[src/rtl/core/swq_pkg.sv]
// swq_pkg: shared types and constants for the semaphore wait queue table
// no dependencies
package swq_pkg;

  localparam int MaxProcsDefault   = 32;
  localparam int DeviceSemsDefault = 32;
  localparam int KeyW              = 32;
  localparam int PidW              = 5;
  localparam int OpW               = 2;
  localparam int StW               = 2;

  typedef enum logic [OpW-1:0] {
    OP_INSERT = 2'd0,
    OP_REMOVE = 2'd1,
    OP_OUT    = 2'd2,
    OP_PEEK   = 2'd3
  } op_t;

  typedef enum logic [StW-1:0] {
    ST_DONE = 2'd0,
    ST_FULL = 2'd1,
    ST_MISS = 2'd2
  } status_t;

  // one classified command between front and back
  typedef struct packed {
    op_t             op;
    logic [KeyW-1:0] key;
    logic [PidW-1:0] pid;
    logic            pid_ok;   // pid below the process count
  } cmd_t;

  typedef enum logic [3:0] {
    BK_IDLE,
    BK_LOOKUP,
    BK_SCAN,
    BK_SCAN_WAIT,
    BK_DECIDE,
    BK_WALK,
    BK_WALK_WAIT,
    BK_APPLY,
    BK_PUSH
  } bk_state_t;

endpackage

[src/rtl/core/swq_front.sv]
// swq_front: accepts input words, classifies them and queues them for the back end
// depends on swq_pkg
module swq_front #(
  parameter int MAX_PROCS = swq_pkg::MaxProcsDefault
) (
  input  logic                        clk,
  input  logic                        rst,
  input  logic                        push,
  output logic                        full,
  input  logic [swq_pkg::OpW-1:0]     op,
  input  logic [swq_pkg::KeyW-1:0]    sem_key,
  input  logic [swq_pkg::PidW-1:0]    proc_id,
  output logic                        cmd_valid,
  output swq_pkg::cmd_t               cmd,
  input  logic                        cmd_take
);

  // two-entry command queue
  swq_pkg::cmd_t slot [2];
  logic          wr_ptr, rd_ptr;
  logic [1:0]    count;
  swq_pkg::cmd_t incoming;
  logic          do_push, do_pop;

  always_comb begin
    incoming.op     = swq_pkg::op_t'(op);
    incoming.key    = sem_key;
    incoming.pid    = proc_id;
    incoming.pid_ok = ({27'd0, proc_id} < 32'(MAX_PROCS));
  end

  assign full      = (count == 2'd2);
  assign cmd_valid = (count != 2'd0);
  assign cmd       = slot[rd_ptr];
  assign do_push   = push && !full;
  assign do_pop    = cmd_take && cmd_valid;

  always_ff @(posedge clk) begin
    if (do_push) begin
      slot[wr_ptr] <= incoming;
    end
    if (rst) begin
      wr_ptr <= 1'b0;
      rd_ptr <= 1'b0;
      count  <= 2'd0;
    end else begin
      if (do_push) wr_ptr <= ~wr_ptr;
      if (do_pop) rd_ptr <= ~rd_ptr;
      count <= count + {1'b0, do_push} - {1'b0, do_pop};
    end
  end

endmodule

[src/rtl/core/swq_back.sv]
// swq_back: descriptor pool and process queues, runs one command at a time
// depends on swq_pkg
module swq_back #(
  parameter int MAX_PROCS   = swq_pkg::MaxProcsDefault,
  parameter int DEVICE_SEMS = swq_pkg::DeviceSemsDefault
) (
  input  logic                       clk,
  input  logic                       rst,
  input  logic                       cmd_valid,
  input  swq_pkg::cmd_t              cmd,
  output logic                       cmd_take,
  output logic                       res_valid,
  output logic [swq_pkg::StW-1:0]    res_status,
  output logic [swq_pkg::PidW-1:0]   res_proc,
  input  logic                       res_ready
);

  localparam int NDesc = MAX_PROCS + DEVICE_SEMS;
  localparam int DW    = (NDesc > 1) ? $clog2(NDesc) : 1;
  localparam int PW    = swq_pkg::PidW;
  localparam int CW    = PW + 1;

  // descriptor store: key memory plus per-entry fields
  logic [swq_pkg::KeyW-1:0] dkey_mem [NDesc];
  logic [PW-1:0]            dhead_mem [NDesc];
  logic [PW-1:0]            dtail_mem [NDesc];
  logic [CW-1:0]            dcnt_mem [NDesc];
  logic [NDesc-1:0]         used;
  // process store
  logic [PW-1:0]            pnext_mem [MAX_PROCS];
  logic [swq_pkg::KeyW-1:0] pkey_mem [MAX_PROCS];
  logic [MAX_PROCS-1:0]     waiting;

  swq_pkg::bk_state_t state, state_next;
  swq_pkg::cmd_t      cur;
  logic [swq_pkg::KeyW-1:0] key;
  logic [DW:0]        idx;
  logic [DW-1:0]      hit_d, free_d, d;
  logic               hit_f, free_f;
  logic [swq_pkg::KeyW-1:0] rd_key;
  logic [PW-1:0]      rd_head, rd_tail, walk_cur, walk_nx;
  logic [CW-1:0]      rd_cnt, k;
  logic [swq_pkg::StW-1:0] status;
  logic [PW-1:0]      outp;
  logic               rd_used;
  logic               out_ok, walk_head, walk_link, walk_more;
  logic [swq_pkg::StW-1:0] apply_st;
  logic [PW-1:0]      apply_out;

  function automatic logic [PW-1:0] pidx(input logic [PW-1:0] x);
    pidx = ({27'd0, x} < 32'(MAX_PROCS)) ? x : '0;
  endfunction

  assign cmd_take = (state == swq_pkg::BK_IDLE) && cmd_valid;

  always_comb begin
    state_next = state;
    unique case (state)
      swq_pkg::BK_IDLE:      if (cmd_valid) state_next = swq_pkg::BK_LOOKUP;
      swq_pkg::BK_LOOKUP:    state_next = swq_pkg::BK_SCAN;
      swq_pkg::BK_SCAN:      state_next = swq_pkg::BK_SCAN_WAIT;
      swq_pkg::BK_SCAN_WAIT:
        state_next = (idx == (DW+1)'(NDesc - 1)) ? swq_pkg::BK_DECIDE : swq_pkg::BK_SCAN;
      swq_pkg::BK_DECIDE:    state_next = swq_pkg::BK_WALK;
      swq_pkg::BK_WALK:      state_next = swq_pkg::BK_WALK_WAIT;
      swq_pkg::BK_WALK_WAIT: state_next = swq_pkg::BK_APPLY;
      swq_pkg::BK_APPLY:
        state_next = walk_more ? swq_pkg::BK_APPLY : swq_pkg::BK_PUSH;
      swq_pkg::BK_PUSH:      if (!res_valid || res_ready) state_next = swq_pkg::BK_IDLE;
      default:               state_next = swq_pkg::BK_IDLE;
    endcase
  end

  // outcome of the apply stage and the next link of the out walk
  always_comb begin
    walk_nx   = pidx(pnext_mem[walk_cur]);
    out_ok    = (cur.op == swq_pkg::OP_OUT) && cur.pid_ok && waiting[cur.pid] && hit_f;
    walk_head = out_ok && (walk_cur == cur.pid);
    walk_link = out_ok && !walk_head && (k < rd_cnt) && (walk_nx == cur.pid);
    walk_more = out_ok && !walk_head && (k < rd_cnt) && (walk_nx != cur.pid);
    apply_st  = swq_pkg::ST_MISS;
    apply_out = '0;
    unique case (cur.op)
      swq_pkg::OP_INSERT:
        if (cur.pid_ok && !waiting[cur.pid]) begin
          apply_st = (hit_f || free_f) ? swq_pkg::ST_DONE : swq_pkg::ST_FULL;
        end
      swq_pkg::OP_REMOVE, swq_pkg::OP_PEEK:
        if (hit_f) begin
          apply_st  = swq_pkg::ST_DONE;
          apply_out = pidx(rd_head);
        end
      swq_pkg::OP_OUT:
        if (walk_head || walk_link) begin
          apply_st  = swq_pkg::ST_DONE;
          apply_out = cur.pid;
        end
    endcase
  end

  // memories read in clocked blocks
  always_ff @(posedge clk) begin
    rd_key  <= dkey_mem[idx[DW-1:0]];
    rd_used <= used[idx[DW-1:0]];
    rd_head <= dhead_mem[d];
    rd_tail <= dtail_mem[d];
    rd_cnt  <= dcnt_mem[d];
  end

  always_ff @(posedge clk) begin
    if (rst) begin
      state     <= swq_pkg::BK_IDLE;
      used      <= '0;
      waiting   <= '0;
      res_valid <= 1'b0;
      cur       <= '0;
    end else begin
      state <= state_next;
      if (state == swq_pkg::BK_PUSH && (!res_valid || res_ready)) res_valid <= 1'b1;
      else if (res_valid && res_ready) res_valid <= 1'b0;
      unique case (state)
        swq_pkg::BK_IDLE: if (cmd_valid) cur <= cmd;
        swq_pkg::BK_LOOKUP: begin
          key    <= (cur.op == swq_pkg::OP_OUT) ? pkey_mem[cur.pid] : cur.key;
          idx    <= '0;
          hit_f  <= 1'b0;
          free_f <= 1'b0;
        end
        swq_pkg::BK_SCAN: ;
        swq_pkg::BK_SCAN_WAIT: begin
          if (rd_used && rd_key == key && !hit_f) begin
            hit_f <= 1'b1;
            hit_d <= idx[DW-1:0];
          end
          if (!rd_used && !free_f) begin
            free_f <= 1'b1;
            free_d <= idx[DW-1:0];
          end
          if (idx != (DW+1)'(NDesc)) idx <= idx + 1'b1;
        end
        swq_pkg::BK_DECIDE: d <= hit_f ? hit_d : free_d;
        swq_pkg::BK_WALK: begin
          walk_cur <= '0;
          k        <= CW'(1);
        end
        swq_pkg::BK_WALK_WAIT: begin
          walk_cur <= pidx(rd_head);
        end
        swq_pkg::BK_APPLY: begin
          status <= apply_st;
          outp   <= apply_out;
          unique case (cur.op)
            swq_pkg::OP_INSERT:
              if (cur.pid_ok && !waiting[cur.pid] && (hit_f || free_f)) begin
                if (!hit_f) begin
                  used[d]      <= 1'b1;
                  dkey_mem[d]  <= key;
                  dhead_mem[d] <= cur.pid;
                  dcnt_mem[d]  <= CW'(1);
                end else begin
                  pnext_mem[pidx(rd_tail)] <= cur.pid;
                  dcnt_mem[d] <= rd_cnt + 1'b1;
                end
                dtail_mem[d]      <= cur.pid;
                waiting[cur.pid]  <= 1'b1;
                pkey_mem[cur.pid] <= key;
              end
            swq_pkg::OP_REMOVE: if (hit_f) begin
              dhead_mem[d] <= pidx(pnext_mem[pidx(rd_head)]);
              waiting[pidx(rd_head)] <= 1'b0;
              dcnt_mem[d] <= rd_cnt - 1'b1;
              if (rd_cnt == CW'(1)) used[d] <= 1'b0;
            end
            // out: walk the chain one link per cycle inside the apply stage
            swq_pkg::OP_OUT: begin
              if (walk_head) begin
                dhead_mem[d] <= pidx(pnext_mem[cur.pid]);
                waiting[cur.pid] <= 1'b0;
                dcnt_mem[d] <= rd_cnt - 1'b1;
                if (rd_cnt == CW'(1)) used[d] <= 1'b0;
              end else if (walk_link) begin
                pnext_mem[walk_cur] <= pnext_mem[cur.pid];
                if (pidx(rd_tail) == cur.pid) dtail_mem[d] <= walk_cur;
                waiting[cur.pid] <= 1'b0;
                dcnt_mem[d] <= rd_cnt - 1'b1;
                if (rd_cnt == CW'(1)) used[d] <= 1'b0;
              end else if (walk_more) begin
                walk_cur <= walk_nx;
                k        <= k + 1'b1;
              end
            end
            swq_pkg::OP_PEEK: ;
          endcase
        end
        swq_pkg::BK_PUSH: if (!res_valid || res_ready) begin
          res_status <= status;
          res_proc   <= outp;
        end
        default: ;
      endcase
    end
  end

endmodule

[src/rtl/core/semaphore_wait_queue_table_core.sv]
// semaphore_wait_queue_table_core: top level of the semaphore wait queue table
// depends on swq_pkg, swq_front, swq_back
//
//   channel   direction  handshake        fields
//   command   in         push / full      op, sem_key, proc_id
//   result    out        pop / empty      status, out_proc
//
// each word holds the back end through a serial key scan of every descriptor,
// read through the registered key memory, and for out through a walk of up to
// MAX_PROCS - 2 queue links
// rst is synchronous: pool empty, no process waiting, queues empty
// the front takes up to two words while the back end works; a held result
// stalls the back end only, not the front
module semaphore_wait_queue_table_core #(
  parameter int MAX_PROCS   = swq_pkg::MaxProcsDefault,
  parameter int DEVICE_SEMS = swq_pkg::DeviceSemsDefault
) (
  input  logic                      clk,
  input  logic                      rst,
  input  logic                      push,
  output logic                      full,
  input  logic [swq_pkg::OpW-1:0]   op,
  input  logic [swq_pkg::KeyW-1:0]  sem_key,
  input  logic [swq_pkg::PidW-1:0]  proc_id,
  output logic                      empty,
  input  logic                      pop,
  output logic [swq_pkg::StW-1:0]   status,
  output logic [swq_pkg::PidW-1:0]  out_proc
);

  logic          cmd_valid, cmd_take, res_valid;
  swq_pkg::cmd_t cmd;

  // front: accept and classify
  swq_front #(.MAX_PROCS(MAX_PROCS)) u_front (
    .clk, .rst, .push, .full, .op, .sem_key, .proc_id,
    .cmd_valid, .cmd, .cmd_take
  );

  // back: scan descriptors, update queues, hold the result word
  swq_back #(.MAX_PROCS(MAX_PROCS), .DEVICE_SEMS(DEVICE_SEMS)) u_back (
    .clk, .rst, .cmd_valid, .cmd, .cmd_take,
    .res_valid, .res_status(status), .res_proc(out_proc), .res_ready(pop)
  );

  assign empty = !res_valid;

endmodule
[config.mk]
export PLATFORM = sky130hd
export DESIGN_NAME = semaphore_wait_queue_table_core
export DESIGN_NICKNAME = d
export VERILOG_FILES = /design/src/rtl/core/swq_pkg.sv /design/src/rtl/core/swq_front.sv /design/src/rtl/core/swq_back.sv /design/src/rtl/core/semaphore_wait_queue_table_core.sv
export SDC_FILE = /design/constraint.sdc
export NUM_CORES = 2
export LEC_CHECK = 0
export BUFFER_PORTS_ARGS = -buffer_cell sky130_fd_sc_hd__buf_2
export CORE_UTILIZATION = 40
export CTS_CLUSTER_DIAMETER = 200
export DETAILED_ROUTE_END_ITERATION = 16
export PLACE_DENSITY = 0.58
export SYNTH_ARGS = -nofsm -noshare
export SYNTH_HDL_FRONTEND = slang
export SYNTH_MEMORY_MAX_BITS = 65536
export SYNTH_SLANG_ARGS = --single-unit
[constraint.sdc]
create_clock -name clk -period 6.12 [get_ports clk]
set_clock_uncertainty 0.05 [all_clocks]
set_input_delay 0 -clock clk [delete_from_list [all_inputs] [get_ports clk]]
set_output_delay 0 -clock clk [all_outputs]
set_load 0.02 [all_outputs]
==> flow_metrics.env <==
export IMPL_status="completed"
export IMPL_cts_buffer_depth=4
export IMPL_drc_errors=0
export IMPL_slew_headroom=0.104
export IMPL_numCtsBuffers=455
export IMPL_cellPowerDensity_nw_per_um2=374
export IMPL_cts_tree="built"
export IMPL_antenna_found_initial=33
export IMPL_cpPeakStageDelay_ns=1.14
export IMPL_drive_above_1_share=0.240
export IMPL_ys_types=70
export IMPL_cpLargestDelayFamily="simple AND/OR/NAND/NOR gates"
export IMPL_fmax_mhz=181
export IMPL_ys_flop_type="edfxtp_1"
export IMPL_cp_required_ns=6.74
export IMPL_critPathSlowestCell="dfxtp_1"
export IMPL_syn_nets=8837
export IMPL_grt_max_degree=108
export IMPL_crit_arrival_ns=6.16
export IMPL_design_core_area_um2=445000
export IMPL_p_leak_nw=62.3
export IMPL_ctsResizeCount=0
export IMPL_die_h_um=671
export IMPL_chipWidth_um=671
export IMPL_grt_use_met2=0.363
export IMPL_grt_use_met1=0.309
export IMPL_cpMostUsedCell="buf_4"
export IMPL_finalCritPeriodShare=0.905
export IMPL_syn_inst=8776
export IMPL_htreeDepth=5
export IMPL_seq_area_frac_synth=0.764
export IMPL_peakVddDrop_mv=0.274
export IMPL_fin_cells=15500
export IMPL_start_util=0.402
export IMPL_post_dp_hpwl_um=300000
export IMPL_die_area_um2=450000
export IMPL_syn_mean_instance_area_um2=20.4
export IMPL_crit_chain="nor2b_1 > a22oi_1 > a21oi_1 > nor4_1 > buf_4 > xnor2_1 > nand3_2 > nor4_4 > buf_4 > nand2_1 > mux2_2 > buf_4"
export IMPL_dr_pass1_iters=8
export IMPL_ys_warn_count=0
export IMPL_holdCritPathClass="input pin to flip-flop"
export IMPL_layout_common_cells="edfxtp_1 (4418), mux4_2 (1048), clkbuf_16 (460), nor2_1 (433), a22oi_1 (408)"
export IMPL_ant_nets=0
export IMPL_end_kind="flip-flop"
export IMPL_hold_viol=0
export IMPL_netlist_area_um2=179000
export IMPL_setup_viol=0
export IMPL_max_slew_worst_pin_slew_ns=1.34
export IMPL_root_buffer="clkbuf_16"
export IMPL_first_global_vias=93800
export IMPL_grt_overflow_total=0
export IMPL_cts_sinks=4617
export IMPL_nFillCells=36900
export IMPL_worst_path_buf_inv=3
export IMPL_io_buffers=51
export IMPL_fin_crit_ns=5.54
export IMPL_dr_first_iter_drc_count=12300
export IMPL_slew_viol_final=0
export IMPL_clk_latency_ns=1.00
export IMPL_avgViaCountPerCell=6.07
export IMPL_wl_per_cell_um=33.3
export IMPL_crit_fanout=64
export IMPL_rsz0062_at_grt="no"
export IMPL_grt_pass1_wl_um=722000
export IMPL_gp_congestion=0.893
export IMPL_rows=245
export IMPL_drt_wl_total_um=514000
export IMPL_dpl_cell_count=14500
export IMPL_use_met3=0.0369
export IMPL_cap_violations=0
export IMPL_grt_usage=0.224
export IMPL_synth_edff_count=4418
export IMPL_reg2reg_setup_slack_ns=0.58
export IMPL_path_clk_slew_ns=0.06
export IMPL_ys_seq_elements=4617
export IMPL_syn2layout_area_growth_pct=14.0
export IMPL_layout_commonest_cell="edfxtp_1"
export IMPL_io_pins=52
export IMPL_vias=93700
export IMPL_path_class="flip-flop to flip-flop"
export IMPL_setup_tns_ns=0
export IMPL_synthArstFlopShare=0
export IMPL_start_kind="flip-flop"
export IMPL_post_route_util=0.458
export IMPL_busiest_layer="met2"
export IMPL_nets=9173
==> layer usage <==
layer  part of all wire  vias up
met5            0.00013        -
met4              0.036       10
met3              0.081      845
met2               0.48     4795
met1               0.40    50400
li1                   -    37700
==> tightest hold or removal path: cells and delay by family <==
kind / cells / cell delay (ns)
buf+inv: 2 / 0.86
compound gates: 1 / 0.27
==> final timing paths <==
path | startpoint | endpoint | cells past startpoint
min reg2reg | u_back.status[0] | u_back.res_status[0] | 0
max reg2reg | flip-flop | u_back.dtail_mem[47][3] | 12
min | rst | flip-flop | 3
max | flip-flop | u_back.dtail_mem[47][3] | 12
==> registers in the layout (all words and copies together), names as in the netlist, 40 cells and up, named ones only <==
name	count
u_back.cur	40
u_back.dhead_mem	320
u_back.dcnt_mem	384
u_back.pnext_mem	160
u_back.dkey_mem	2048
u_back.dtail_mem	320
u_back.pkey_mem	1024
u_front.slot	78
==> per-stage QoR <==
step | hold slack [ns] | power [W] | instance area [µm²] | setup WS [ns]
2_1_floorplan | 0.0489 | 0.0442 | 179000 | 0.306
3_5_place_dp | 0.145 | 0.0490 | 188000 | 0.800
6_report | 0.245 | 0.0763 | 204000 | 0.584
3_3_place_gp | 0.142 | 0.0488 | 188000 | 0.767
5_1_grt | 0.248 | 0.0784 | 204000 | 0.309
4_1_cts | 0.163 | 0.0767 | 204000 | 0.750
==> what timing repair did <==
item                      in CTS  in global routing
setup buffers                  0                  0
hold buffers                  84                  0
hold endpoints to repair     233                  0
==> power breakdown <==
group / total (W) / switching (W) / internal (W)
registers: 0.0370 / 0.000456 / 0.0365
clock network: 0.0280 / 0.0120 / 0.0160
logic: 0.0113 / 0.00747 / 0.00388
==> kinds of logic (layout without fill, tap and decap cells) <==
family	after synthesis	in the layout	share of synthesized area
flops	4617	4617	0.764
compound gates	1228	1228	0.0501
mux	1227	1227	0.142
simple gates	981	981	0.0251
buf+inv	643	1371	0.0141
xor+xnor	62	62	0.00304
fa+ha+maj	18	18	0.00126
other cells	0	18	0
==> final cells by class <==
cell class,instances,area (µm²),area share
Clock inverter,251,2600,0.0127
Clock buffer,598,12300,0.0603
Timing Repair Buffer,463,4050,0.0199
Antenna cell,18,45.0,0.000221
Inverter,59,221,0.00109
Tap cell,5928,7420,0.0364
Sequential cell,4617,137000,0.670
Multi-Input combinational cell,3516,40600,0.199
==> synthesized netlist by cell type, types with 15 or more instances <==
| master | number | area, µm² |
|---|---|---|
| nand3b_1 | 15 | 113 |
| ha_1 | 18 | 225 |
| a221oi_1 | 108 | 946 |
| a41oi_1 | 21 | 184 |
| nor4_1 | 30 | 188 |
| a31oi_1 | 164 | 1030 |
| a22oi_1 | 409 | 3070 |
| mux2i_1 | 146 | 1460 |
| a22o_1 | 121 | 1060 |
| nor2b_1 | 25 | 156 |
| edfxtp_1 | 4418 | 133000 |
| inv_1 | 58 | 218 |
| buf_1 | 120 | 450 |
| a21oi_1 | 134 | 671 |
| nand4_1 | 39 | 244 |
| clkbuf_1 | 395 | 1480 |
| mux2_2 | 33 | 372 |
| and3_1 | 40 | 250 |
| dfxtp_1 | 199 | 3980 |
| nor3_1 | 47 | 235 |
| buf_2 | 62 | 310 |
| a2111oi_0 | 28 | 245 |
| o21ai_0 | 60 | 300 |
| xnor2_1 | 31 | 272 |
| mux4_2 | 1048 | 23600 |
| nand3_1 | 51 | 255 |
| nor2_1 | 500 | 1880 |
| xor2_1 | 31 | 272 |
| a211oi_1 | 102 | 766 |
| nor3b_1 | 19 | 143 |
| nand2_1 | 160 | 601 |
(Power assumes the default switching activity.)
